==> config.mk <==
export PLATFORM = sky130hd
export DESIGN_NAME = gbr_filter
export DESIGN_NICKNAME = d
export VERILOG_FILES = /design/src/design/assert_macros.svh /design/src/design/gbr_pkg.sv /design/src/design/gbr_filter.sv
export SDC_FILE = /design/constraint.sdc
export NUM_CORES = 1
export LEC_CHECK = 0
export BUFFER_PORTS_ARGS = -buffer_cell sky130_fd_sc_hd__buf_4
export CAP_MARGIN = 30
export CELL_PAD_IN_SITES_DETAIL_PLACEMENT = 1
export CELL_PAD_IN_SITES_GLOBAL_PLACEMENT = 2
export CORE_ASPECT_RATIO = 0.8
export CORE_UTILIZATION = 31
export DETAILED_ROUTE_END_ITERATION = 7
export PLACE_DENSITY = 0.84
export SLEW_MARGIN = 20
export SYNTH_ARGS = -nofsm -noshare
export SYNTH_HDL_FRONTEND = slang
export SYNTH_SLANG_ARGS = --single-unit
==> constraint.sdc <==
create_clock -name vclk -period 13.7
set_input_delay 0.685 -clock vclk [all_inputs]
set_output_delay 0.685 -clock vclk [all_outputs]
set_load 0.005 [all_outputs]
==> src/design/assert_macros.svh <==
// Assertion macros shared by the blur block's RTL.
`ifndef ASSERT_MACROS_SVH
`define ASSERT_MACROS_SVH

// Checks that an expression holds at every clock edge outside reset.
`define ASSERT_ALWAYS(label, expr, msg) \
    label: assert property (@(posedge clk) disable iff (!rst_n) (expr)) \
        else $error(msg);

// Checks that a condition implies a consequence in the same cycle.
`define ASSERT_IMPLIES(label, ante, cons, msg) \
    label: assert property (@(posedge clk) disable iff (!rst_n) (ante) |-> (cons)) \
        else $error(msg);

`endif

==> src/design/gbr_pkg.sv <==
// Shared constants and types of the 3x3 RGB Gaussian blur.
package gbr_pkg;

    // Line store geometry.
    localparam int MAX_WIDTH = 2048;
    localparam int COL_W = $clog2(MAX_WIDTH);

    // Configuration register widths and reset values.
    localparam int CFG_WIDTH_W = 12;
    localparam int CFG_HEIGHT_W = 16;
    localparam int CFG_DATA_W = 16;
    localparam int CFG_IDX_W = 1;
    localparam logic [CFG_WIDTH_W-1:0] RESET_WIDTH = 12'd640;
    localparam logic [CFG_HEIGHT_W-1:0] RESET_HEIGHT = 16'd480;

    // Effective width must hold both the register value and MAX_WIDTH itself.
    localparam int EW_W = ($clog2(MAX_WIDTH + 1) > CFG_WIDTH_W) ?
                          $clog2(MAX_WIDTH + 1) : CFG_WIDTH_W;
    // The input row runs one past the last line while the final line drains.
    localparam int ROW_W = CFG_HEIGHT_W + 1;

    // Weighted sum of nine 8-bit samples with total weight 16 peaks at 4080.
    localparam int SUM_W = 12;
    localparam int DIV_SHIFT = 4;

    // Output queue.
    localparam int FIFO_DEPTH = 4;
    localparam int FIFO_PTR_W = $clog2(FIFO_DEPTH);
    localparam int FIFO_CNT_W = $clog2(FIFO_DEPTH + 1);

    typedef enum logic [CFG_IDX_W-1:0] {
        REG_FRAME_WIDTH  = 1'b0,
        REG_FRAME_HEIGHT = 1'b1
    } cfg_reg_t;

    typedef struct packed {
        logic [7:0] red;
        logic [7:0] green;
        logic [7:0] blue;
    } rgb_t;

    // One line store entry: the pixel two lines up and the one a line up.
    typedef struct packed {
        rgb_t upper;
        rgb_t middle;
    } line_pair_t;

    localparam int LINE_W = $bits(line_pair_t);

    // Which neighbor rows and columns lie inside the frame.
    typedef struct packed {
        logic row_top;
        logic row_bottom;
        logic col_left;
        logic col_right;
    } tap_mask_t;

    // Item handed from the sequencer to the line store stage.
    typedef struct packed {
        logic             valid;
        logic             emit;
        logic [COL_W-1:0] col;
        rgb_t             pix;
        tap_mask_t        mask;
        logic             eol;
        logic             eof;
    } issue_t;

    // Window indexed [column][row], column 0 leftmost, row 0 topmost.
    typedef rgb_t [2:0][2:0] window_t;

    typedef struct packed {
        logic      valid;
        tap_mask_t mask;
        logic      eol;
        logic      eof;
        window_t   taps;
    } win_stage_t;

    typedef struct packed {
        rgb_t pix;
        logic eol;
        logic eof;
    } result_t;

endpackage

==> src/design/gbr_filter.sv <==
// Weighted 1-2-1 kernel sum of the window, divided by 16, per color.
module gbr_filter import gbr_pkg::*; (
    input  win_stage_t stage,
    output logic       result_valid,
    output result_t    result
);

    // Sums the in-frame taps of one color with the separable 1-2-1 weights.
    function automatic logic [7:0] blur(input logic [2:0][2:0][7:0] v,
                                        input tap_mask_t m);
        logic [SUM_W-1:0] sum;
        logic [2:0]       row_ok;
        logic [2:0]       col_ok;
        begin
            row_ok = {m.row_bottom, 1'b1, m.row_top};
            col_ok = {m.col_right, 1'b1, m.col_left};
            sum = '0;
            for (int c = 0; c < 3; c++)
            begin
                for (int r = 0; r < 3; r++)
                begin
                    if (row_ok[r] && col_ok[c])
                    begin
                        sum = sum + ((SUM_W'(v[c][r]) << ((r == 1) ? 1 : 0))
                                     << ((c == 1) ? 1 : 0));
                    end
                end
            end
            // The sum peaks at 4080, so the quotient never exceeds 255.
            return sum[DIV_SHIFT +: 8];
        end
    endfunction

    logic [2:0][2:0][7:0] red_v;
    logic [2:0][2:0][7:0] green_v;
    logic [2:0][2:0][7:0] blue_v;

    // Split the window into color planes.
    always_comb
    begin
        for (int c = 0; c < 3; c++)
        begin
            for (int r = 0; r < 3; r++)
            begin
                red_v[c][r] = stage.taps[c][r].red;
                green_v[c][r] = stage.taps[c][r].green;
                blue_v[c][r] = stage.taps[c][r].blue;
            end
        end
    end

    always_comb
    begin
        result_valid = stage.valid;
        result.pix.red = blur(red_v, stage.mask);
        result.pix.green = blur(green_v, stage.mask);
        result.pix.blue = blur(blue_v, stage.mask);
        result.eol = stage.eol;
        result.eof = stage.eof;
    end

endmodule

==> flow_summary.json, run 1 <==
{
  "wl_mm": 35.9,
  "synth_cell_types": 98,
  "gp_congestion": 0.859,
  "vias": 11454,
  "core_area_mm2": 0.0329,
  "cp_max_fo": 47,
  "total_power_mw": 1.66,
  "fmax_mhz": 90.7,
  "ctsResizeCount": 0,
  "regArea_um2": 0,
  "power.switching_mw": 0.873,
  "intPower_mw": 0.782,
  "maxCapViolations": 0,
  "tns_ns": 0,
  "switching_share_pct": 52.8,
  "status": "finished, final reports clean",
  "min_period_ns": 11.03,
  "viasPerCell": 5.38,
  "first_global_vias": 12009,
  "ios": 250,
  "ys_seq_area_share_pct": 0,
  "num-fill-cells": 4154,
  "antenna_found_initial": 7,
  "cp.required_ns": 13.02,
  "worstSetupEndpointType": "output port",
  "cp_common_cell": "ha_1",
  "syn_nets": 1923,
  "rows": 59,
  "final_hold_viol_count": 0,
  "initial_core_util_pct": 31.9,
  "syn2layout_area_growth_pct": 21.0,
  "postCtsSetupBuffers": 0,
  "drtPass1Iterations": 4,
  "combPwrFrac_pct": 100.0,
  "gr-total-overflow": 0,
  "critical-path-max-stage-delay_ns": 0.53,
  "yosys-top-cells-area": "ha_1, xnor2_1, nor2_1",
  "numPortBuffers": 244,
  "wl_per_cell_um": 16.8,
  "drt_iter0_drc": 318,
  "dp_hpwl_mm": 31.1,
  "leakagePower_nw": 6.03,
  "drc": 0,
  "seq_power_share_pct": 0,
  "n_clock_buffer": 0,
  "nNetsFinal": 2130,
  "post-route-util_pct": 38.6,
  "finalMaxSlewViolations": 0,
  "rsz0062_at_grt": "no",
  "hold_buffers": 0,
  "power.share.clock_pct": 0,
  "worst_pin_slew_ns": 0.861,
  "hold_slack_ns": 1.37,
  "syn_area_mm2": 0.0105,
  "layout-drive-gt1-share_pct": 18.2,
  "arrival_ns": 10.34,
  "setup_viol": 0,
  "dieArea_mm2": 0.0346,
  "ys_warn_count": 0,
  "synth_cells": 1496,
  "start_kind": "input port",
  "slowest_stage": "or4_1",
  "postRouteAntennaNets": 0,
  "fin_crit_sh_pct": 80.5,
  "peakVddDrop_mv": 0.0903,
  "max_slew_margin_pct": 42.4,
  "synth_top_area_share_pct": 21.8,
  "grt_usage_pct": 20.5,
  "crit_type": "input port to output port",
  "yosys.area.top_type": "ha_1",
  "n_sequential_cell": 0,
  "syn_area_per_cell_um2": 7.02,
  "die_x_um": 208,
  "die_y_um": 167,
  "power_density_mw_per_mm2": 130,
  "grt_pass1_wl_mm": 59.4,
  "hp-class": "input port to output port",
  "grt_max_degree": 57
}
## area by class of cell
type	count	area, um2	area share [%]
diodes	2	5.00	0.0394
repair buffers	251	1880	14.8
well taps	427	534	4.20
multi-input cells	1328	9830	77.3
inverters	122	458	3.60
## routing by layer
| metal | track usage, % | up-vias | routed length (um) |
|---|---|---|---|
| li1 | - | 5817 | - |
| met1 | 25.7 | 5459 | 16600 |
| met2 | 38.8 | 148 | 17700 |
| met3 | 2.04 | 22 | 1240 |
| met4 | 1.58 | 8 | 305 |
| met5 | 0 | - | 62 |
## cell usage after synthesis, types with 11 or more instances
master and n:
nor3_1 42, mux2i_1 23, or3_1 11, nand2b_1 23, nand3_1 29, o21a_1 48, xnor2_1 80, a21oi_1 109
ha_1 183, inv_1 121, nor2_1 154, clkbuf_1 29, and2_1 12, nor2b_1 37, a21boi_0 15, nand2_1 110
o21ai_1 14, and3_1 32, o21ai_0 103, a211oi_1 27, a21o_1 34, fa_1 21, xor2_1 31, mux2_2 20
o31ai_1 18
## power groups by stage
stage | Sequential, mW | Combinational [mW] | Clock [mW]
after floorplan | 0 | 1.22 | 0
after global placement | 0 | 1.61 | 0
after detailed placement | 0 | 1.66 | 0
after CTS | 0 | 1.67 | 0
after global routing | 0 | 1.87 | 0.00000000978
final | 0 | 1.66 | 0.0000000195
## cell families after synthesis
family	Yosys count	synth area share, %
AND/OR/NAND/NOR	497	23.5
multiplexers	45	4.55
buffers and inverters	168	6.43
XOR/XNOR	115	10.0
AO/OA/AOI/OAI	463	29.2
adder cells (fa/ha/maj)	208	26.2
## placed cells by master (no fill, tap or decap), types with 21 or more instances in the layout
cell type  synthesis  final
ha_1             183    183
buf_4              3    251
a21oi_1          109    109
xor2_1            31     31
nand2_1          110    110
fa_1              21     21
a211oi_1          27     27
nand2b_1          23     23
nor3_1            42     42
and3_1            32     32
nor2_1           154    154
inv_1            121    121
a21o_1            34     34
nand3_1           29     29
mux2i_1           23     23
o21a_1            48     48
xnor2_1           80     80
o21ai_0          103    103
nor2b_1           37     37
## metrics by stage
step | cells | setup WS [ns] | cell area (um2)
after global placement | 2128 | 3.02 | 12700
final | 2130 | 2.67 | 12700
after CTS | 2128 | 2.61 | 12700
after detailed placement | 2128 | 2.66 | 12700
after global routing | 2129 | 1.81 | 12700
after floorplan | 1496 | 3.06 | 10500
## worst paths after layout
check                 startpoint         end  cells past startpoint
worst min-delay path  stage[216]   result[0]                      0
worst max-delay path  stage[219]  result[17]                     43
## worst max-delay path: cells and delay by family
family	cells	cell delay, ns
AO/OA/AOI/OAI	16	3.45
adder cells (fa/ha/maj)	9	2.88
AND/OR/NAND/NOR	10	2.15
buffers and inverters	5	0.70
XOR/XNOR	3	0.52
Note: power is estimated with default switching activity, not from simulation.
==> inputs of run 2 (changes only) <==
Clock period 13.7 ns to 10.3 ns, I/O delays scaled along.
==> flow_summary.json, run 2 (same netlist as run 1, synthesis figures left out) <==
{
  "status": "finished, final reports clean",
  "post-route-util_pct": 40.3,
  "grt_pass1_wl_mm": 59.4,
  "final_hold_viol_count": 0,
  "ios": 250,
  "regArea_um2": 0,
  "syn2layout_area_growth_pct": 26.3,
  "die_x_um": 208,
  "use_met2_pct": 38.2,
  "hp-class": "input port to output port",
  "cp_max_fo": 5,
  "first_global_vias": 12044,
  "worst_pin_slew_ns": 0.613,
  "rows": 59,
  "dp_worst_setup_slack_ns": -0.0837,
  "core_area_mm2": 0.0329,
  "nNetsFinal": 2155,
  "postRouteAntennaNets": 0,
  "busiest_layer": "met2",
  "drtPass1Iterations": 4,
  "layout_common_cells": "buf_4, ha_1, nor2_1",
  "max_slew_margin_pct": 58.6,
  "grt_usage_pct": 20.6,
  "fmax_mhz": 102,
  "grt_max_degree": 53,
  "die_y_um": 167,
  "grt_use_met1_pct": 26.5,
  "viasPerCell": 5.35,
  "antenna_found_initial": 6,
  "n_clock_buffer": 0,
  "final_cell_count_no_fill": 2156,
  "dp_hpwl_mm": 31.7,
  "maxCapViolations": 0,
  "slowest_stage": "or4_1",
  "n_sequential_cell": 0,
  "crit_type": "input port to output port",
  "critical-path-top-delay-family": "adder cells",
  "worstSetupEndpointType": "output port",
  "total_power_mw": 2.34,
  "drt_iter0_drc": 332,
  "initial_core_util_pct": 31.9,
  "gp_congestion": 0.872,
  "numPortBuffers": 244,
  "critical-path-max-stage-delay_ns": 0.51,
  "gr-total-overflow": 0,
  "cp.required_ns": 9.79,
  "hold_slack_ns": 1.03,
  "layout_setup_ws_ns": 0.540,
  "leakagePower_nw": 6.26,
  "start_kind": "input port",
  "place_area_mm2": 0.0128,
  "power_density_mw_per_mm2": 176,
  "fin_crit_sh_pct": 94.8,
  "cp_num_buf_inv": 3,
  "final_common_cell": "buf_4",
  "hold_depth": 0,
  "holdPathEnd": "result[0]",
  "tns_ns": 0,
  "dieArea_mm2": 0.0346,
  "grtUsageMet3_pct": 2.04,
  "layout-drive-gt1-share_pct": 23.1,
  "num-fill-cells": 4164,
  "drc": 0,
  "fin_area_mm2": 0.0133,
  "peakVddDrop_mv": 0.135,
  "setup_viol": 0,
  "finalMaxSlewViolations": 0,
  "hold_start": "stage[216]",
  "cp_common_cell": "ha_1",
  "arrival_ns": 9.24,
  "wl_per_cell_um": 17.2,
  "dp.cells": 2140,
  "wl_mm": 37.0,
  "vias": 11532,
  "min_period_ns": 9.76
}
==> run 2: changes by cell type in the layout (fill, tap and decap cells not counted), sizes merged <==
cell	previous run	this run
buf	251	276
diode	2	3
==> run 2: final cells by class <==
class	instances	area, um2	area share, %
Multi-Input combinational cell	1328	10200	76.8
Timing Repair Buffer	276	2080	15.7
Antenna cell	3	7.51	0.0566
Tap cell	427	534	4.03
Inverter	122	458	3.45
==> run 2: how the worst max path moves through the flow <==
stage,from,end,slack [ns],cells after the start
2_1_floorplan,stage[221],result[17],0.003,46
3_3_place_gp,stage[221],result[25],0.19,43
3_5_place_dp,stage[221],result[9],-0.08,47
4_1_cts,stage[221],result[25],0.06,43
5_1_grt,stage[219],result[17],-0.09,45
6_report,stage[221],result[17],0.54,44
==> run 2: power by group <==
group          internal, mW  leakage, nW     total, mW  switching, mW
clock network  0.0000000390    0.0000190  0.0000000390              0
logic                  1.12         6.26          2.34           1.22
registers                 0            0             0              0
total                  1.12         6.26          2.34           1.22
==> run 2: per-layer routing <==
| layer | part of all wire (%) | up-vias | wire length [um] |
|---|---|---|---|
| li1 | - | 5861 | - |
| met1 | 47 | 5475 | 17300 |
| met2 | 49 | 164 | 18100 |
| met3 | 3.3 | 26 | 1240 |
| met4 | 0.95 | 6 | 353 |
| met5 | 0.13 | - | 48 |
==> run 2: timing repair <==
item | in CTS | in global routing
setup buffers | 0 | 13
gates resized for setup | 4 | 96
endpoints found under the hold margin | 0 | 0
hold buffers | 0 | 0
setup endpoints to repair | 3 | 10
pin swaps | 0 | 24
