[config.mk]
export PLATFORM = sky130hd
export DESIGN_NAME = gbr_ctrl
export DESIGN_NICKNAME = d
export VERILOG_FILES = /design/src/design/assert_macros.svh /design/src/design/gbr_pkg.sv /design/src/design/gbr_ctrl.sv
export SDC_FILE = /design/constraint.sdc
export NUM_CORES = 1
export LEC_CHECK = 0
export ABC_AREA = 1
export BUFFER_PORTS_ARGS = -buffer_cell sky130_fd_sc_hd__buf_2
export CAP_MARGIN = 30
export CORE_UTILIZATION = 35
export CTS_CLUSTER_DIAMETER = 150
export CTS_CLUSTER_SIZE = 12
export DETAILED_ROUTE_END_ITERATION = 10
export PLACE_DENSITY = 0.55
export SYNTH_ARGS = -nofsm -noshare
export SYNTH_HDL_FRONTEND = slang
export SYNTH_SLANG_ARGS = --single-unit
[constraint.sdc]
create_clock -name clk -period 3.09 [get_ports clk]
set_input_delay 0.618 -clock clk [delete_from_list [all_inputs] [get_ports clk]]
set_output_delay 0.618 -clock clk [all_outputs]
set_load 0.005 [all_outputs]
[src/design/assert_macros.svh]
// Assertion macros shared by the blur block's RTL.
`ifndef ASSERT_MACROS_SVH
`define ASSERT_MACROS_SVH

// Checks that an expression holds at every clock edge outside reset.
`define ASSERT_ALWAYS(label, expr, msg) \
    label: assert property (@(posedge clk) disable iff (!rst_n) (expr)) \
        else $error(msg);

// Checks that a condition implies a consequence in the same cycle.
`define ASSERT_IMPLIES(label, ante, cons, msg) \
    label: assert property (@(posedge clk) disable iff (!rst_n) (ante) |-> (cons)) \
        else $error(msg);

`endif

[src/design/gbr_pkg.sv]
// Shared constants and types of the 3x3 RGB Gaussian blur.
package gbr_pkg;

    // Line store geometry.
    localparam int MAX_WIDTH = 2048;
    localparam int COL_W = $clog2(MAX_WIDTH);

    // Configuration register widths and reset values.
    localparam int CFG_WIDTH_W = 12;
    localparam int CFG_HEIGHT_W = 16;
    localparam int CFG_DATA_W = 16;
    localparam int CFG_IDX_W = 1;
    localparam logic [CFG_WIDTH_W-1:0] RESET_WIDTH = 12'd640;
    localparam logic [CFG_HEIGHT_W-1:0] RESET_HEIGHT = 16'd480;

    // Effective width must hold both the register value and MAX_WIDTH itself.
    localparam int EW_W = ($clog2(MAX_WIDTH + 1) > CFG_WIDTH_W) ?
                          $clog2(MAX_WIDTH + 1) : CFG_WIDTH_W;
    // The input row runs one past the last line while the final line drains.
    localparam int ROW_W = CFG_HEIGHT_W + 1;

    // Weighted sum of nine 8-bit samples with total weight 16 peaks at 4080.
    localparam int SUM_W = 12;
    localparam int DIV_SHIFT = 4;

    // Output queue.
    localparam int FIFO_DEPTH = 4;
    localparam int FIFO_PTR_W = $clog2(FIFO_DEPTH);
    localparam int FIFO_CNT_W = $clog2(FIFO_DEPTH + 1);

    typedef enum logic [CFG_IDX_W-1:0] {
        REG_FRAME_WIDTH  = 1'b0,
        REG_FRAME_HEIGHT = 1'b1
    } cfg_reg_t;

    typedef struct packed {
        logic [7:0] red;
        logic [7:0] green;
        logic [7:0] blue;
    } rgb_t;

    // One line store entry: the pixel two lines up and the one a line up.
    typedef struct packed {
        rgb_t upper;
        rgb_t middle;
    } line_pair_t;

    localparam int LINE_W = $bits(line_pair_t);

    // Which neighbor rows and columns lie inside the frame.
    typedef struct packed {
        logic row_top;
        logic row_bottom;
        logic col_left;
        logic col_right;
    } tap_mask_t;

    // Item handed from the sequencer to the line store stage.
    typedef struct packed {
        logic             valid;
        logic             emit;
        logic [COL_W-1:0] col;
        rgb_t             pix;
        tap_mask_t        mask;
        logic             eol;
        logic             eof;
    } issue_t;

    // Window indexed [column][row], column 0 leftmost, row 0 topmost.
    typedef rgb_t [2:0][2:0] window_t;

    typedef struct packed {
        logic      valid;
        tap_mask_t mask;
        logic      eol;
        logic      eof;
        window_t   taps;
    } win_stage_t;

    typedef struct packed {
        rgb_t pix;
        logic eol;
        logic eof;
    } result_t;

endpackage

[src/design/gbr_ctrl.sv]
// Configuration registers and frame position counters of the blur.
module gbr_ctrl import gbr_pkg::*; (
    input  logic                  clk,
    input  logic                  rst_n,
    input  logic                  cfg_we,
    input  logic [CFG_IDX_W-1:0]  cfg_index,
    input  logic [CFG_DATA_W-1:0] cfg_data,
    input  logic                  in_take,
    input  logic                  in_mode,
    input  rgb_t                  in_pix,
    output issue_t                issue,
    output logic                  restart
);

    logic [CFG_WIDTH_W-1:0]  width_reg, width_next;
    logic [CFG_HEIGHT_W-1:0] height_reg, height_next;
    logic [COL_W-1:0]        in_col_reg, in_col_next;
    logic [ROW_W-1:0]        in_row_reg, in_row_next;
    logic [COL_W-1:0]        out_col_reg, out_col_next;
    logic [CFG_HEIGHT_W-1:0] out_row_reg, out_row_next;

    logic [EW_W-1:0]         w_eff;
    logic [CFG_HEIGHT_W-1:0] h_eff;
    logic                    draining;
    logic                    step;
    logic                    col_last;
    logic                    emit;
    logic                    out_eol;
    logic                    out_last_row;

    // Out-of-range geometry is folded into the usable range.
    always_comb
    begin
        if (width_reg == '0)
        begin
            w_eff = EW_W'(1);
        end
        else if (EW_W'(width_reg) > EW_W'(MAX_WIDTH))
        begin
            w_eff = EW_W'(MAX_WIDTH);
        end
        else
        begin
            w_eff = EW_W'(width_reg);
        end
        h_eff = (height_reg == '0) ? CFG_HEIGHT_W'(1) : height_reg;
    end

    // Position decode for the item at the input.
    always_comb
    begin
        draining = in_row_reg >= ROW_W'(h_eff);
        // A flush item before the frame is complete is dropped.
        step = in_take && !(in_mode && !draining);
        col_last = (EW_W'(in_col_reg) + EW_W'(1)) >= w_eff;
        // Results start once the pixel below and right of the first one arrives.
        emit = !((in_row_reg == '0) || ((in_row_reg == ROW_W'(1)) && (in_col_reg == '0)));
        out_eol = (EW_W'(out_col_reg) + EW_W'(1)) >= w_eff;
        out_last_row = (ROW_W'(out_row_reg) + ROW_W'(1)) >= ROW_W'(h_eff);
    end

    // Item description for the line store stage.
    always_comb
    begin
        issue.valid = step;
        issue.emit = emit;
        issue.col = in_col_reg;
        issue.pix = draining ? '0 : in_pix;
        issue.mask.row_top = (out_row_reg != '0);
        issue.mask.row_bottom = !out_last_row;
        issue.mask.col_left = (out_col_reg != '0);
        issue.mask.col_right = !out_eol;
        issue.eol = out_eol;
        issue.eof = out_eol && out_last_row;
    end

    // Register writes and counter advance.
    always_comb
    begin
        width_next = width_reg;
        height_next = height_reg;
        in_col_next = in_col_reg;
        in_row_next = in_row_reg;
        out_col_next = out_col_reg;
        out_row_next = out_row_reg;
        restart = 1'b0;
        if (cfg_we)
        begin
            case (cfg_reg_t'(cfg_index))
                REG_FRAME_WIDTH:
                begin
                    width_next = cfg_data[CFG_WIDTH_W-1:0];
                    restart = 1'b1;
                end
                REG_FRAME_HEIGHT:
                begin
                    height_next = cfg_data[CFG_HEIGHT_W-1:0];
                    restart = 1'b1;
                end
                default:
                begin
                    restart = 1'b0;
                end
            endcase
        end
        if (restart)
        begin
            in_col_next = '0;
            in_row_next = '0;
            out_col_next = '0;
            out_row_next = '0;
        end
        else if (step)
        begin
            if (col_last)
            begin
                in_col_next = '0;
                in_row_next = in_row_reg + ROW_W'(1);
            end
            else
            begin
                in_col_next = in_col_reg + COL_W'(1);
            end
            if (emit)
            begin
                if (issue.eof)
                begin
                    // The frame's last result starts a new frame.
                    in_col_next = '0;
                    in_row_next = '0;
                    out_col_next = '0;
                    out_row_next = '0;
                end
                else if (out_eol)
                begin
                    out_col_next = '0;
                    out_row_next = out_row_reg + CFG_HEIGHT_W'(1);
                end
                else
                begin
                    out_col_next = out_col_reg + COL_W'(1);
                end
            end
        end
    end

    always_ff @(posedge clk or negedge rst_n)
    begin
        if (!rst_n)
        begin
            width_reg <= RESET_WIDTH;
            height_reg <= RESET_HEIGHT;
            in_col_reg <= '0;
            in_row_reg <= '0;
            out_col_reg <= '0;
            out_row_reg <= '0;
        end
        else
        begin
            width_reg <= width_next;
            height_reg <= height_next;
            in_col_reg <= in_col_next;
            in_row_reg <= in_row_next;
            out_col_reg <= out_col_next;
            out_row_reg <= out_row_next;
        end
    end

endmodule

==> results.md <==
- Post-synth net total: 1134
- FILL cells: 1922
- Crit path max fanout: 3
- Remaining DRCs: 0
- Rel. slew slack: between 40% and 50%
- # Max-Cap Violations: 0
- FF-to-FF setup slack: 0.11 ns
- Cts-stage hold buffer count: 0
- Cell variety after synth: 37
- Leakage: just under 5 nW
- Overflow after GRT: 0
- Critical Path AT: 2.85 ns
- Die H: about 140 um
- Switch share: approximately two fifths
- Final core occ: 49.1%
- CP Class: flop to primary output
- H-tree depth: 3
- Routed vias/inst: between 4 and 5
- Final Wtd Congestion: around 0.9
- Slowest stage delay, CP: roughly 0.37 ns
- PwrDens: 561 nW/um^2
- Final slew viol count: 0
- Fmax: 288 MHz
- Synthesized cell area: slightly below 7000 um^2
- Commonest cells after routing, fill and taps aside: nand2_1, inv_1, buf_2
- Overall power: 5.34 mW
- Unrepaired setup endpoints after global routing: true
- Wirelength per Cell: about 15 um
- Sw power: between 2 and 2.5 mW
- R2R Path Start: out_row_reg[1]$_DFFE_PN0P_
- Top-area cell type share of the netlist area: between 20 and 30%
- Row Count: 51
- P_int: about 3.1 mW
- Sequential area share after synthesis: about 30%
- DP HPWL: between 10000 and 15000 um
- Clock root buffer: clkbuf_16
- Avg Inst Size Synth: about 6.8 um^2
- Hold Fails Final Rpt: 0
- Synth top area cells: dfrtp_1, nand2_1, ha_1
- Setup-failing EPs final: 29
- Tightest Pin Transition: between 0.8 and 0.9 ns
- HP Class: primary input to async pin
- Crit path capture: issue[4]
- Die area: between 20000 and 25000 um^2
- Final setup margin: -0.382 ns
- Final worst path period share: 112%
- Status: finished with violations
- Startpoint types: flop
- CP max stage cell: dfrtp_1
- Clk pwr share: 24.9%
- Number of global-route vias before repair: ~6300
- First-pass iteration count of the detailed router: 5
- Setup WS pre-CTS: -0.0732 ns
- Gr usage total: slightly above 20%
- Largest net degree at the start of global routing: 50
- Final Skew: 0.00938 ns
- Yosys warning count: 0
- Core Area: between 15000 and 20000 um^2
- Worst setup path startpoint: out_row_reg[1]$_DFFE_PN0P_
- Num CTS Buffers: 9
- RR Endpoint: out_row_reg[4]$_DFFE_PN0P_
- Antenna violations before repair: 0
- Violated checks: negative setup slack
- Vias: approximately 7000
- Max reg flops: 17
- Critical Path, Cell by Cell: ha_2 -> nand2_2 -> nor2_4 -> nand3_2 -> nor2_4 -> nand2_1 -> xor2_2 -> inv_1 -> ha_4 -> nand2_2 -> o21ai_0 -> o21bai_1 -> nand3_2 -> buf_4 -> inv_2 -> buf_6
- Clk sinks: between 80 and 90
- Gate Count Post-Synth: 1023
- Worst r2r path cells: 23
- Cell taking the most area after synthesis: dfrtp_1
- Starting Density: 35.6%
- CTS tree: built
- Clock transition at path regs: 0.07 ns
- # IOs: 90
- Min Hold Slack: roughly 0.30 ns
- Bufs on Longest Clock Path: 2
- Starting DRC count in detailed routing: roughly 380
- Commonest non-fill, non-tap cell in the layout: nand2_1
- Final wirelength: around 21000 um
- Critical Path RT: 2.47 ns
- Final min period: roughly 3.5 ns
- Area grow syn2layout: 37.9%
- ANT nets after route: 0
- Setup crit end kind: primary output
- Peak supply drop: around 0.29 mV
- Share of post-route cells with drive strength above 1: 29.7%
- Number of inserted diodes: 0
- Combinational fraction of design power: 48.5%
- Count of input and output buffers: 89
- Reg power frac: a little over a quarter
- Die X: 142 um
- Clock Latency Late Sink: ~0.36 ns
- Fin nets: roughly 1300
- FF+latch count, synth: 83
- Global-route wire length before repair: between 30000 and 40000 um
what timing repair did:
item	in CTS	in global routing
setup buffers	19	12
setup endpoints to repair	40	84
gates resized for setup	46	157
gates cloned	3	4
pin swaps	25	60
worst min path at each step:
stage                                    from                        end  slack, ns  depth (start not counted)
floorplan                               rst_n  height_reg[0]$_DFFE_PN0P_       0.32                          0
global placement    height_reg[4]$_DFFE_PN0P_  height_reg[4]$_DFFE_PN0P_       0.47                          2
detailed placement  height_reg[4]$_DFFE_PN0P_  height_reg[4]$_DFFE_PN0P_       0.47                          2
CTS                                     rst_n  in_col_reg[0]$_DFFE_PN0P_       0.32                          1
global route                            rst_n  in_col_reg[0]$_DFFE_PN0P_       0.36                          1
finish                                  rst_n  in_col_reg[0]$_DFFE_PN0P_       0.30                          1
metrics by stage:
step	setup TNS [ns]	area, um^2	cells
CTS	-6.32	8730	1429
finish	-8.69	9530	1442
global route	-13.95	9530	1442
global placement	-0.106	7960	1392
floorplan	-0.0455	6940	1023
detailed placement	-0.126	7960	1392
worst max-delay path, delay by kind of cell, from the launching register on:
kind	cells	cell delay [ns]
AOI/OAI and AO/OA	2	0.32
xor gates and xnor gates	1	0.18
adders and majority gates	2	0.44
buffers and inverters	4	0.42
DFF	1	0.37
and+or+nand+nor	7	0.77
cells by family (layout without fill, tap and decap cells):
group | Yosys count | in the layout | share of synthesized area [%]
AO/OA/AOI/OAI | 103 | 104 | 7.88
XOR/XNOR | 32 | 32 | 4.06
adder cells (fa/ha/maj) | 65 | 65 | 11.8
buffers and inverters | 196 | 347 | 11.6
flip-flops | 83 | 83 | 30.2
AND/OR/NAND/NOR | 544 | 546 | 34.5
power by group through the flow:
stage          sequential, mW  clock [mW]  combinational, mW
2_1_floorplan            1.38           0               1.39
3_3_place_gp             1.43           0               2.01
3_5_place_dp             1.43           0               2.03
4_1_cts                  1.41        1.35               2.26
5_1_grt                  1.44        1.38               2.92
6_report                 1.42        1.33               2.59
per-layer routing:
metal	routed length [um]	GRT usage (%)	vias up
met3	831	2.56	31
met1	10100	28.0	3223
met4	421	7.24	0
met5	0	0	-
met2	9920	32.4	173
li1	-	-	3553
cell usage after synthesis:
| cell type | n |
|---|---|
| nor2_2 | 9 |
| o21ai_0 | 46 |
| ha_1 | 65 |
| nand3_1 | 78 |
| or2_2 | 1 |
| clkbuf_1 | 11 |
| nor2_1 | 123 |
| nand2_1 | 266 |
| xor2_1 | 29 |
| inv_4 | 1 |
| o21a_1 | 2 |
| dfrtp_1 | 77 |
| nor3_1 | 18 |
| dfstp_2 | 6 |
| a31oi_1 | 3 |
| buf_4 | 10 |
| nor4_2 | 1 |
| a21oi_1 | 22 |
| nor4_1 | 8 |
| nand4_1 | 20 |
| o21ai_2 | 1 |
| buf_6 | 2 |
| inv_1 | 162 |
| xnor2_1 | 3 |
| and2_1 | 2 |
| nand3b_1 | 2 |
| o21bai_1 | 4 |
| inv_2 | 3 |
| nand3_2 | 4 |
| a21o_1 | 1 |
| nand2_4 | 4 |
| o41ai_1 | 1 |
| buf_2 | 7 |
| and3b_1 | 1 |
| o21ai_1 | 23 |
| nand2_2 | 5 |
| nand4_4 | 2 |
area by class of cell:
| cell class | count | area [um^2] | share of cell area [%] |
|---|---|---|---|
| Multi-Input combinational cell | 747 | 4890 | 51.4 |
| Sequential cell | 83 | 2080 | 21.9 |
| Timing Repair Buffer | 165 | 1220 | 12.8 |
| Inverter | 166 | 638 | 6.70 |
| Tap cell | 265 | 332 | 3.48 |
| Clock buffer | 9 | 225 | 2.36 |
| Clock inverter | 7 | 130 | 1.37 |
Power figures use the tool's default switching activity.
