[src/design/assert_macros.svh]
// Assertion macros shared by the blur block's RTL.
`ifndef ASSERT_MACROS_SVH
`define ASSERT_MACROS_SVH

// Checks that an expression holds at every clock edge outside reset.
`define ASSERT_ALWAYS(label, expr, msg) \
    label: assert property (@(posedge clk) disable iff (!rst_n) (expr)) \
        else $error(msg);

// Checks that a condition implies a consequence in the same cycle.
`define ASSERT_IMPLIES(label, ante, cons, msg) \
    label: assert property (@(posedge clk) disable iff (!rst_n) (ante) |-> (cons)) \
        else $error(msg);

`endif

[src/design/gbr_pkg.sv]
// Shared constants and types of the 3x3 RGB Gaussian blur.
package gbr_pkg;

    // Line store geometry.
    localparam int MAX_WIDTH = 2048;
    localparam int COL_W = $clog2(MAX_WIDTH);

    // Configuration register widths and reset values.
    localparam int CFG_WIDTH_W = 12;
    localparam int CFG_HEIGHT_W = 16;
    localparam int CFG_DATA_W = 16;
    localparam int CFG_IDX_W = 1;
    localparam logic [CFG_WIDTH_W-1:0] RESET_WIDTH = 12'd640;
    localparam logic [CFG_HEIGHT_W-1:0] RESET_HEIGHT = 16'd480;

    // Effective width must hold both the register value and MAX_WIDTH itself.
    localparam int EW_W = ($clog2(MAX_WIDTH + 1) > CFG_WIDTH_W) ?
                          $clog2(MAX_WIDTH + 1) : CFG_WIDTH_W;
    // The input row runs one past the last line while the final line drains.
    localparam int ROW_W = CFG_HEIGHT_W + 1;

    // Weighted sum of nine 8-bit samples with total weight 16 peaks at 4080.
    localparam int SUM_W = 12;
    localparam int DIV_SHIFT = 4;

    // Output queue.
    localparam int FIFO_DEPTH = 4;
    localparam int FIFO_PTR_W = $clog2(FIFO_DEPTH);
    localparam int FIFO_CNT_W = $clog2(FIFO_DEPTH + 1);

    typedef enum logic [CFG_IDX_W-1:0] {
        REG_FRAME_WIDTH  = 1'b0,
        REG_FRAME_HEIGHT = 1'b1
    } cfg_reg_t;

    typedef struct packed {
        logic [7:0] red;
        logic [7:0] green;
        logic [7:0] blue;
    } rgb_t;

    // One line store entry: the pixel two lines up and the one a line up.
    typedef struct packed {
        rgb_t upper;
        rgb_t middle;
    } line_pair_t;

    localparam int LINE_W = $bits(line_pair_t);

    // Which neighbor rows and columns lie inside the frame.
    typedef struct packed {
        logic row_top;
        logic row_bottom;
        logic col_left;
        logic col_right;
    } tap_mask_t;

    // Item handed from the sequencer to the line store stage.
    typedef struct packed {
        logic             valid;
        logic             emit;
        logic [COL_W-1:0] col;
        rgb_t             pix;
        tap_mask_t        mask;
        logic             eol;
        logic             eof;
    } issue_t;

    // Window indexed [column][row], column 0 leftmost, row 0 topmost.
    typedef rgb_t [2:0][2:0] window_t;

    typedef struct packed {
        logic      valid;
        tap_mask_t mask;
        logic      eol;
        logic      eof;
        window_t   taps;
    } win_stage_t;

    typedef struct packed {
        rgb_t pix;
        logic eol;
        logic eof;
    } result_t;

endpackage

[src/design/gbr_out_fifo.sv]
// Small output queue that decouples the pipeline from the receiver.
module gbr_out_fifo import gbr_pkg::*; (
    input  logic                  clk,
    input  logic                  rst_n,
    input  logic                  push,
    input  result_t               push_data,
    input  logic                  pop,
    output result_t               head,
    output logic                  not_empty,
    output logic [FIFO_CNT_W-1:0] count
);

    result_t                 mem_reg [FIFO_DEPTH];
    logic [FIFO_PTR_W-1:0]   wr_ptr_reg, wr_ptr_next;
    logic [FIFO_PTR_W-1:0]   rd_ptr_reg, rd_ptr_next;
    logic [FIFO_CNT_W-1:0]   count_reg, count_next;
    logic                    do_pop;

    // Pointer and occupancy update.
    always_comb
    begin
        do_pop = pop && (count_reg != '0);
        wr_ptr_next = push ? wr_ptr_reg + FIFO_PTR_W'(1) : wr_ptr_reg;
        rd_ptr_next = do_pop ? rd_ptr_reg + FIFO_PTR_W'(1) : rd_ptr_reg;
        count_next = count_reg;
        if (push && !do_pop)
        begin
            count_next = count_reg + FIFO_CNT_W'(1);
        end
        else if (do_pop && !push)
        begin
            count_next = count_reg - FIFO_CNT_W'(1);
        end
    end

    always_ff @(posedge clk or negedge rst_n)
    begin
        if (!rst_n)
        begin
            wr_ptr_reg <= '0;
            rd_ptr_reg <= '0;
            count_reg <= '0;
        end
        else
        begin
            wr_ptr_reg <= wr_ptr_next;
            rd_ptr_reg <= rd_ptr_next;
            count_reg <= count_next;
        end
    end

    always_ff @(posedge clk)
    begin
        if (push)
        begin
            mem_reg[wr_ptr_reg] <= push_data;
        end
    end

    assign head = mem_reg[rd_ptr_reg];
    assign not_empty = (count_reg != '0);
    assign count = count_reg;

endmodule

[config.mk]
export PLATFORM = sky130hd
export DESIGN_NAME = gbr_out_fifo
export DESIGN_NICKNAME = d
export VERILOG_FILES = /design/src/design/assert_macros.svh /design/src/design/gbr_pkg.sv /design/src/design/gbr_out_fifo.sv
export SDC_FILE = /design/constraint.sdc
export NUM_CORES = 1
export LEC_CHECK = 0
export ABC_AREA = 0
export ABC_CLOCK_PERIOD_IN_PS = 2600
export BUFFER_PORTS_ARGS = -buffer_cell sky130_fd_sc_hd__buf_2
export CORE_AREA = 4 4 124 126
export DETAILED_ROUTE_END_ITERATION = 10
export DIE_AREA = 0 0 128 130
export PLACE_DENSITY_LB_ADDON = 0.12
export SETUP_SLACK_MARGIN = 0.3
export SLEW_MARGIN = 40
export SYNTH_ARGS = -nofsm -noshare
export SYNTH_HDL_FRONTEND = slang
export SYNTH_SLANG_ARGS = --single-unit
[constraint.sdc]
create_clock -name clk -period 2.6 [get_ports clk]
set_clock_uncertainty 0.2 [all_clocks]
set_input_delay 0.26 -clock clk [delete_from_list [all_inputs] [get_ports clk]]
set_output_delay 0.26 -clock clk [all_outputs]
set_load 0.03 [all_outputs]
==> results of run 1 <==
-- final cells by class --
class,instances,area [um^2]
inverters,3,11.26
clock inverters,5,50.05
repair buffers,97,655.6
well taps,184,230.2
fillers,1346,9005
flip-flops and latches,111,3302
clock buffers,9,225.2
multi-input cells,49,834.6
-- worst max-delay path, delay by kind of cell (launching register included) --
family        cells  cell delay, ns
buf+inv           1            0.04
flops             1            0.43
xor+xnor          2            0.32
fa+ha+maj         2            0.50
simple gates      3            0.64
-- layout by cell type, fill, tap and decap left out, types with 3 or more instances in the layout --
cell and n:
sky130_fd_sc_hd__edfxtp_1 104, sky130_fd_sc_hd__buf_2 59, sky130_fd_sc_hd__dlygate4sd3_1 27, sky130_fd_sc_hd__mux4_2 18
sky130_fd_sc_hd__buf_4 10, sky130_fd_sc_hd__clkbuf_16 9, sky130_fd_sc_hd__mux4_1 8, sky130_fd_sc_hd__and2_1 4
sky130_fd_sc_hd__ha_1 4, sky130_fd_sc_hd__dfrtp_1 4, sky130_fd_sc_hd__inv_1 3, sky130_fd_sc_hd__xnor2_1 3
sky130_fd_sc_hd__xor2_1 3, sky130_fd_sc_hd__clkinv_1 3, sky130_fd_sc_hd__dfrtp_2 3
-- path summary, 6_finish.rpt --
kind | to | from | slack, ns | cells after the start
worst min-delay path | rd_ptr_reg[0]$_DFFE_PN0P_ | pop | 0.03 | 3
worst max-delay path | count[2]$_DFFE_PN0P_ | count[1]$_DFFE_PN0P_ | 0.39 | 8
worst max register to register | count[2]$_DFFE_PN0P_ | count[1]$_DFFE_PN0P_ | 0.39 | 8
min in group asynchronous | count[1]$_DFFE_PN0P_ | rst_n | 0.07 | 2
max in group asynchronous | rd_ptr_reg[0]$_DFFE_PN0P_ | rst_n | 1.94 | 2
worst min register to register | count[2]$_DFFE_PN0P_ | count[2]$_DFFE_PN0P_ | 0.30 | 1
-- stage by stage --
stage               setup WS [ns]  power [uW]    util
floorplan                  0.3097        4092       -
global placement           0.4216        4693  0.3323
detailed placement         0.3861        4697  0.3323
CTS                        0.3337        6054  0.3706
global route               0.3067        6250  0.3709
finish                     0.3880        5920  0.3709
-- per-layer routing --
| metal | wire length (um) | up-vias |
|---|---|---|
| met3 | 314 | 11 |
| met2 | 3816 | 50 |
| met5 | 0 | - |
| li1 | - | 911 |
| met4 | 142 | 0 |
| met1 | 3387 | 1038 |
-- logic make-up after synthesis --
logic type,Yosys count,share of synthesized area
compound gates,1,0.001193
fa+ha+maj,6,0.01971
simple gates,9,0.01135
buf+inv,9,0.01851
mux,27,0.1496
flops,111,0.7871
xor+xnor,6,0.01254
-- what timing repair did --
action / 4_1_cts / 5_1_grt
endpoints found under the setup margin: 6 / 2
pin swaps: 0 / 0
cloned: 0 / 0
gates resized for setup: 1 / 1
hold buffers: 27 / 0
hold endpoints to repair: 111 / 0
buffers inserted: 0 / 0
-- where the power goes --
group | internal, uW | leakage, uW | switching [uW]
clock | 729 | 0.000134 | 562
combinational | 831 | 0.000709 | 1340
sequential | 2350 | 0.00103 | 105
==> flow_summary_export.csv, run 1 <==
group,metric,value,unit
status,run_status,"complete, no violations",
die,core,14310,um^2
global_routing,grt_start_max_net_pins,27,
yosys,ys_seq_elements,111,
routing,detail_route.vias_per_cell,4.389,
sta,final_critical_path_required_period,2.212,ns
global_routing,number_of_antenna_violations_at_the_first_check_in_global_routing,0,
global_routing,globalRouteMet2Util,0.1593,
global_routing,vias_in_the_first_global_route,2127,
yosys,netlist_top_cells_count,"sky130_fd_sc_hd__edfxtp_1 (104), sky130_fd_sc_hd__mux4_2 (18), sky130_fd_sc_hd__mux4_1 (8)",
yosys,post_synth_inst_count,169,
routing,detail_route.wirelength,7659,um
placement,place.detailed.instances,417,
placement,replace_congestion,0.6672,
job,max-cap-violations,0,
sta,final.period_utilization,0.8508,
global_routing,grtUsageMet1,0.1245,
finish,layout.nets,307,
critical_path,critical_path_arrival,2.27,ns
finish,postLayoutCellArea,5309,um^2
power_and_ir_drop,peakVddDrop,0.4303,mV
critical_path,critical_path.max_fanout,4,
routing,detail-route-antenna-nets,0,
die,floorplan.die.height,130,um
die,floorplan.die_area,16640,um^2
routing,drt-initial-drc-count,172,
clock_network,cts.reportedPaths.clkPinSlew,0.07,ns
clock_network,number_of_buffers_created_by_cts,9,
sta,final-hold-violation-count,0,
sta,worst-slew-pin-transition,0.4235,ns
sta,max_slew_margin,0.7177,
die,io-pin-count,60,
global_routing,grt_first_pass_wirelength,12000,um
sta,setup_violating_endpoint_count_in_the_final_report,0,
yosys,postSynthNetCount,205,
yosys,synth_edf_count,104,
global_routing,use_met3,0.02374,
clock_network,cts.root.buffer_cell,"sky130_fd_sc_hd__clkbuf_16",
routing,routed_wire_length_per_instance,16.72,um
min_path,timing.hold.worst.class,"input port to flop",
routing,num_vias,2010,
placement,place_hpwl,4942,um
critical_path,required,2.66,ns
yosys,postSynth.topFlopCell,"sky130_fd_sc_hd__edfxtp_1",
yosys,ys_seq_area_frac,0.7871,
clock_network,cts_max_path_buffers,2,
die,floorplan.initialDensity,0.2927,
clock_network,cts-htree-levels,3,
sta,fin_setup_tns,0,ns
yosys,post_synth_num_cell_types,19,
sta,grt_setup_unrepaired,"no",
sta,final_report_max_slew_violation_count,0,
global_routing,global_route.usage.total,0.09809,
yosys,yosys.cell_count.top_type,"sky130_fd_sc_hd__edfxtp_1",
finish,syn_to_final_growth,26.69,%
global_routing,global_route.overflow_total,0,
critical_path,worst_path_max_delay_cell,"sky130_fd_sc_hd__dfrtp_2",
finish,number_of_antenna_cells_inserted,0,
power_and_ir_drop,power.leakage,0.001877,uW
critical_path,path_cells,"or3_4 > nand2_2 > ha_4 > inv_1 > fa_1 > xor2_1 > nor2_1 > xor2_1",
critical_path,path_common_cell,"sky130_fd_sc_hd__xor2_1",
yosys,yosys_warnings,0,
finish,drive_above_1_share,0.3869,
clock_network,tritoncts_num_sinks,111,
yosys,synth.cell_area,4190,um^2
yosys,synthesis.area_per_instance,24.79,um^2
power_and_ir_drop,pwr_density_cell,1115,nW/um^2
placement,placedInstanceArea,4756,um^2
critical_path,path_class,"flop to flop",
routing,drc,0,
critical_path,timing.critical_path.to_type,"flop",
yosys,synth_top_area_cell,"sky130_fd_sc_hd__edfxtp_1",
die,dieWidth,128,um
routing,firstDrtPassIters,4,
placement,io_buffers,59,
finish,final-instance-count-excl-fill,458,
yosys,netlist_top_cells_area,"sky130_fd_sc_hd__edfxtp_1 (75%), sky130_fd_sc_hd__mux4_2 (9.7%), sky130_fd_sc_hd__mux4_1 (5.0%), sky130_fd_sc_hd__dfrtp_1 (4.2%), sky130_fd_sc_hd__ha_1 (1.5%)",
global_routing,global_route.peak_usage_layer,"met2",
sta,hold-worst-slack,0.02892,ns
clock_network,worst_skew_pair.late_latency,0.34,ns
finish,number_of_flip_flops_under_the_largest_register_name,104,
critical_path,cp_slowest_stage_delay,0.43,ns
die,row_count,44,
clock_network,cts_tree,"built",
yosys,asyncSetResetFlopFracSynth,0.06306,
yosys,synth.top_cell.area_share,0.7453,
sta,fmax,0.4521,GHz
critical_path,setup.worst_path.start_class,"flop",
(Power assumes the default switching activity.)
==> run 2, diff against run 1 <==
ABC_CLOCK_PERIOD_IN_PS = 2800   (was 2600)
clock period = 2.8 ns   (was 2.6 ns; I/O delays follow)
==> flow_summary_export.csv, run 2 (synthesized netlist as in run 1, its figures left out) <==
group,metric,value,unit
power_and_ir_drop,fin_total_pwr,5588,uW
critical_path,r2r-start,"count[0]$_DFFE_PN0P_",
sta,worst-slew-pin-transition,0.5576,ns
routing,detail_route.vias_per_cell,4.288,
min_path,timing.hold.worst.start,"push",
clock_network,number_of_buffers_created_by_cts,9,
critical_path,required,2.32,ns
clock_network,worst_skew_pair.late_latency,0.35,ns
sta,fmax,0.4353,GHz
routing,num_vias,1964,
placement,replace_congestion,0.6451,
finish,register_area,3299,um^2
routing,drt-initial-drc-count,100,
routing,detail-route-antenna-nets,0,
global_routing,number_of_antenna_violations_at_the_first_check_in_global_routing,0,
critical_path,worstSetupStartpoint,"rd_ptr_reg[0]$_DFFE_PN0P_",
sta,max_slew_margin,0.6283,
clock_network,cts-htree-levels,3,
die,io-pin-count,60,
sta,final.period_utilization,0.8205,
power_and_ir_drop,seq_power_share,0.409,
clock_network,tritoncts_num_sinks,111,
global_routing,grt_start_max_net_pins,27,
finish,final-instance-count-excl-fill,458,
critical_path,path_cells,"buf_4 > mux4_1 > buf_2",
critical_path,critical_path_arrival,1.82,ns
sta,fin_setup_tns,0,ns
power_and_ir_drop,power.leakage,0.001884,uW
critical_path,cp_top_family,"multiplexers",
die,dieWidth,128,um
min_path,number_of_instances_on_the_worst_hold_path,2,
finish,number_of_flip_flops_under_the_largest_register_name,104,
global_routing,global_route.usage.total,0.09918,
critical_path,cp_slowest_stage_delay,0.61,ns
sta,final-hold-violation-count,0,
critical_path,timing.critical_path.to_type,"output pin",
power_and_ir_drop,pwr_density_cell,1050,nW/um^2
routing,detail_route.wirelength,7677,um
die,core,14310,um^2
die,floorplan.initialDensity,0.2927,
clock_network,cts.reportedPaths.clkPinSlew,0.07,ns
finish,layout.nets,305,
die,floorplan.die.height,130,um
power_and_ir_drop,swShare,0.3360,
critical_path,critical_path.max_fanout,14,
power_and_ir_drop,peakVddDrop,0.3905,mV
power_and_ir_drop,power.share.clock,0.237,
critical_path,setup.worst_path.start_class,"flop",
min_path,timing.hold.worst.class,"input port to flop",
sta,final_report_max_slew_violation_count,0,
routing,routed_wire_length_per_instance,16.76,um
critical_path,timing.critical_path.depth,3,
power_and_ir_drop,intPower,3711,uW
status,run_status,"complete, no violations",
finish,layout_commonest_cell,"sky130_fd_sc_hd__edfxtp_1",
clock_network,postCtsSetupBuffers,0,
placement,place_ws,0.5164,ns
placement,place_hpwl,4826,um
placement,io_buffers,59,
global_routing,global_route.overflow_total,0,
critical_path,depth_of_the_most_critical_reg_to_reg_path,8,
sta,grt_setup_unrepaired,"no",
finish,number_of_antenna_cells_inserted,0,
sta,layout_setup_ws,0.5025,ns
die,floorplan.die_area,16640,um^2
finish,mostFrequentLayoutCells,"sky130_fd_sc_hd__edfxtp_1 (104), sky130_fd_sc_hd__buf_2 (59), sky130_fd_sc_hd__dlygate4sd3_1 (27)",
critical_path,worst_path_max_delay_cell,"sky130_fd_sc_hd__mux4_1",
clock_network,cts_max_path_buffers,2,
clock_network,cts_tree,"built",
clock_network,cts.root.buffer_cell,"sky130_fd_sc_hd__clkbuf_16",
power_and_ir_drop,total_switching_power,1877,uW
routing,firstDrtPassIters,4,
sta,final_critical_path_required_period,2.298,ns
finish,syn_to_final_growth,26.96,%
sta,setup_violating_endpoint_count_in_the_final_report,0,
critical_path,timing.critical_path.buf_inv,2,
global_routing,grt_first_pass_wirelength,12030,um
finish,multi_input_area,819.5,um^2
global_routing,vias_in_the_first_global_route,2143,
job,max-cap-violations,0,
power_and_ir_drop,combinationalPowerShare,0.354,
critical_path,path_class,"flop to output pin",
routing,drc,0,
die,row_count,44,
finish,fillers,1328,
finish,drive_above_1_share,0.3796,
placement,place.detailed.instances,415,
run 2: cell count changes in the layout (fill, tap and decap cells not counted), moves of 2 or more:
| cell | before | now |
|---|---|---|
| sky130_fd_sc_hd__clkinvlp_4 | 0 | 2 |
| sky130_fd_sc_hd__clkinv_1 | 3 | 0 |
| sky130_fd_sc_hd__dfrtp_1 | 4 | 6 |
| sky130_fd_sc_hd__clkinv_2 | 0 | 2 |
| sky130_fd_sc_hd__dfrtp_2 | 3 | 1 |
| sky130_fd_sc_hd__buf_4 | 10 | 8 |
run 2: final timing paths:
path / endpoint / slack [ns]
min in group asynchronous: count[2]$_DFFE_PN0P_ / 0.10
min: wr_ptr_reg[0]$_DFFE_PN0P_ / 0.02
min reg2reg: count[2]$_DFFE_PN0P_ / 0.29
max: head[22] / 0.50
max reg2reg: count[2]$_DFFE_PN0P_ / 0.51
max in group asynchronous: rd_ptr_reg[0]$_DFFE_PN0P_ / 2.12
run 2: per-stage QoR:
| stage | util | cell area, um^2 | hold slack, ns |
|---|---|---|---|
| after floorplan | - | 4195 | -0.2156 |
| after global placement | 0.3309 | 4736 | -0.07049 |
| after detailed placement | 0.3309 | 4736 | -0.07001 |
| after CTS | 0.3717 | 5320 | 0.01225 |
| after global routing | 0.3717 | 5320 | 0.02348 |
| final | 0.3717 | 5320 | 0.02023 |
run 2: area by class of cell:
| type | instances | area share |
|---|---|---|
| Clock buffer | 10 | 0.04304 |
| Clock inverter | 6 | 0.01599 |
| Inverter | 3 | 0.002117 |
| Multi-Input combinational cell | 49 | 0.1540 |
| Sequential cell | 111 | 0.6202 |
| Tap cell | 184 | 0.04327 |
| Timing Repair Buffer | 95 | 0.1214 |
run 2: power by group through the flow:
stage	clock network (uW)	logic, uW	registers [uW]
2_1_floorplan	0	1450	2340
3_3_place_gp	0	2020	2320
3_5_place_dp	0	2010	2330
4_1_cts	1370	2050	2290
5_1_grt	1450	2120	2320
6_report	1330	1980	2290
run 2: what timing repair did:
action,CTS,global route
resized for setup,0,0
hold buffers,27,0
hold endpoints to repair,111,0
run 2: routing by layer:
layer | routed length (um) | track usage | up-vias | part of all wire
met3 | 312 | 0.03029 | 10 | 0.041
li1 | - | - | 911 | -
met5 | 0 | 0 | - | 0
met1 | 3385 | 0.1243 | 998 | 0.44
met2 | 3843 | 0.1602 | 45 | 0.50
met4 | 136 | 0.04307 | 0 | 0.018
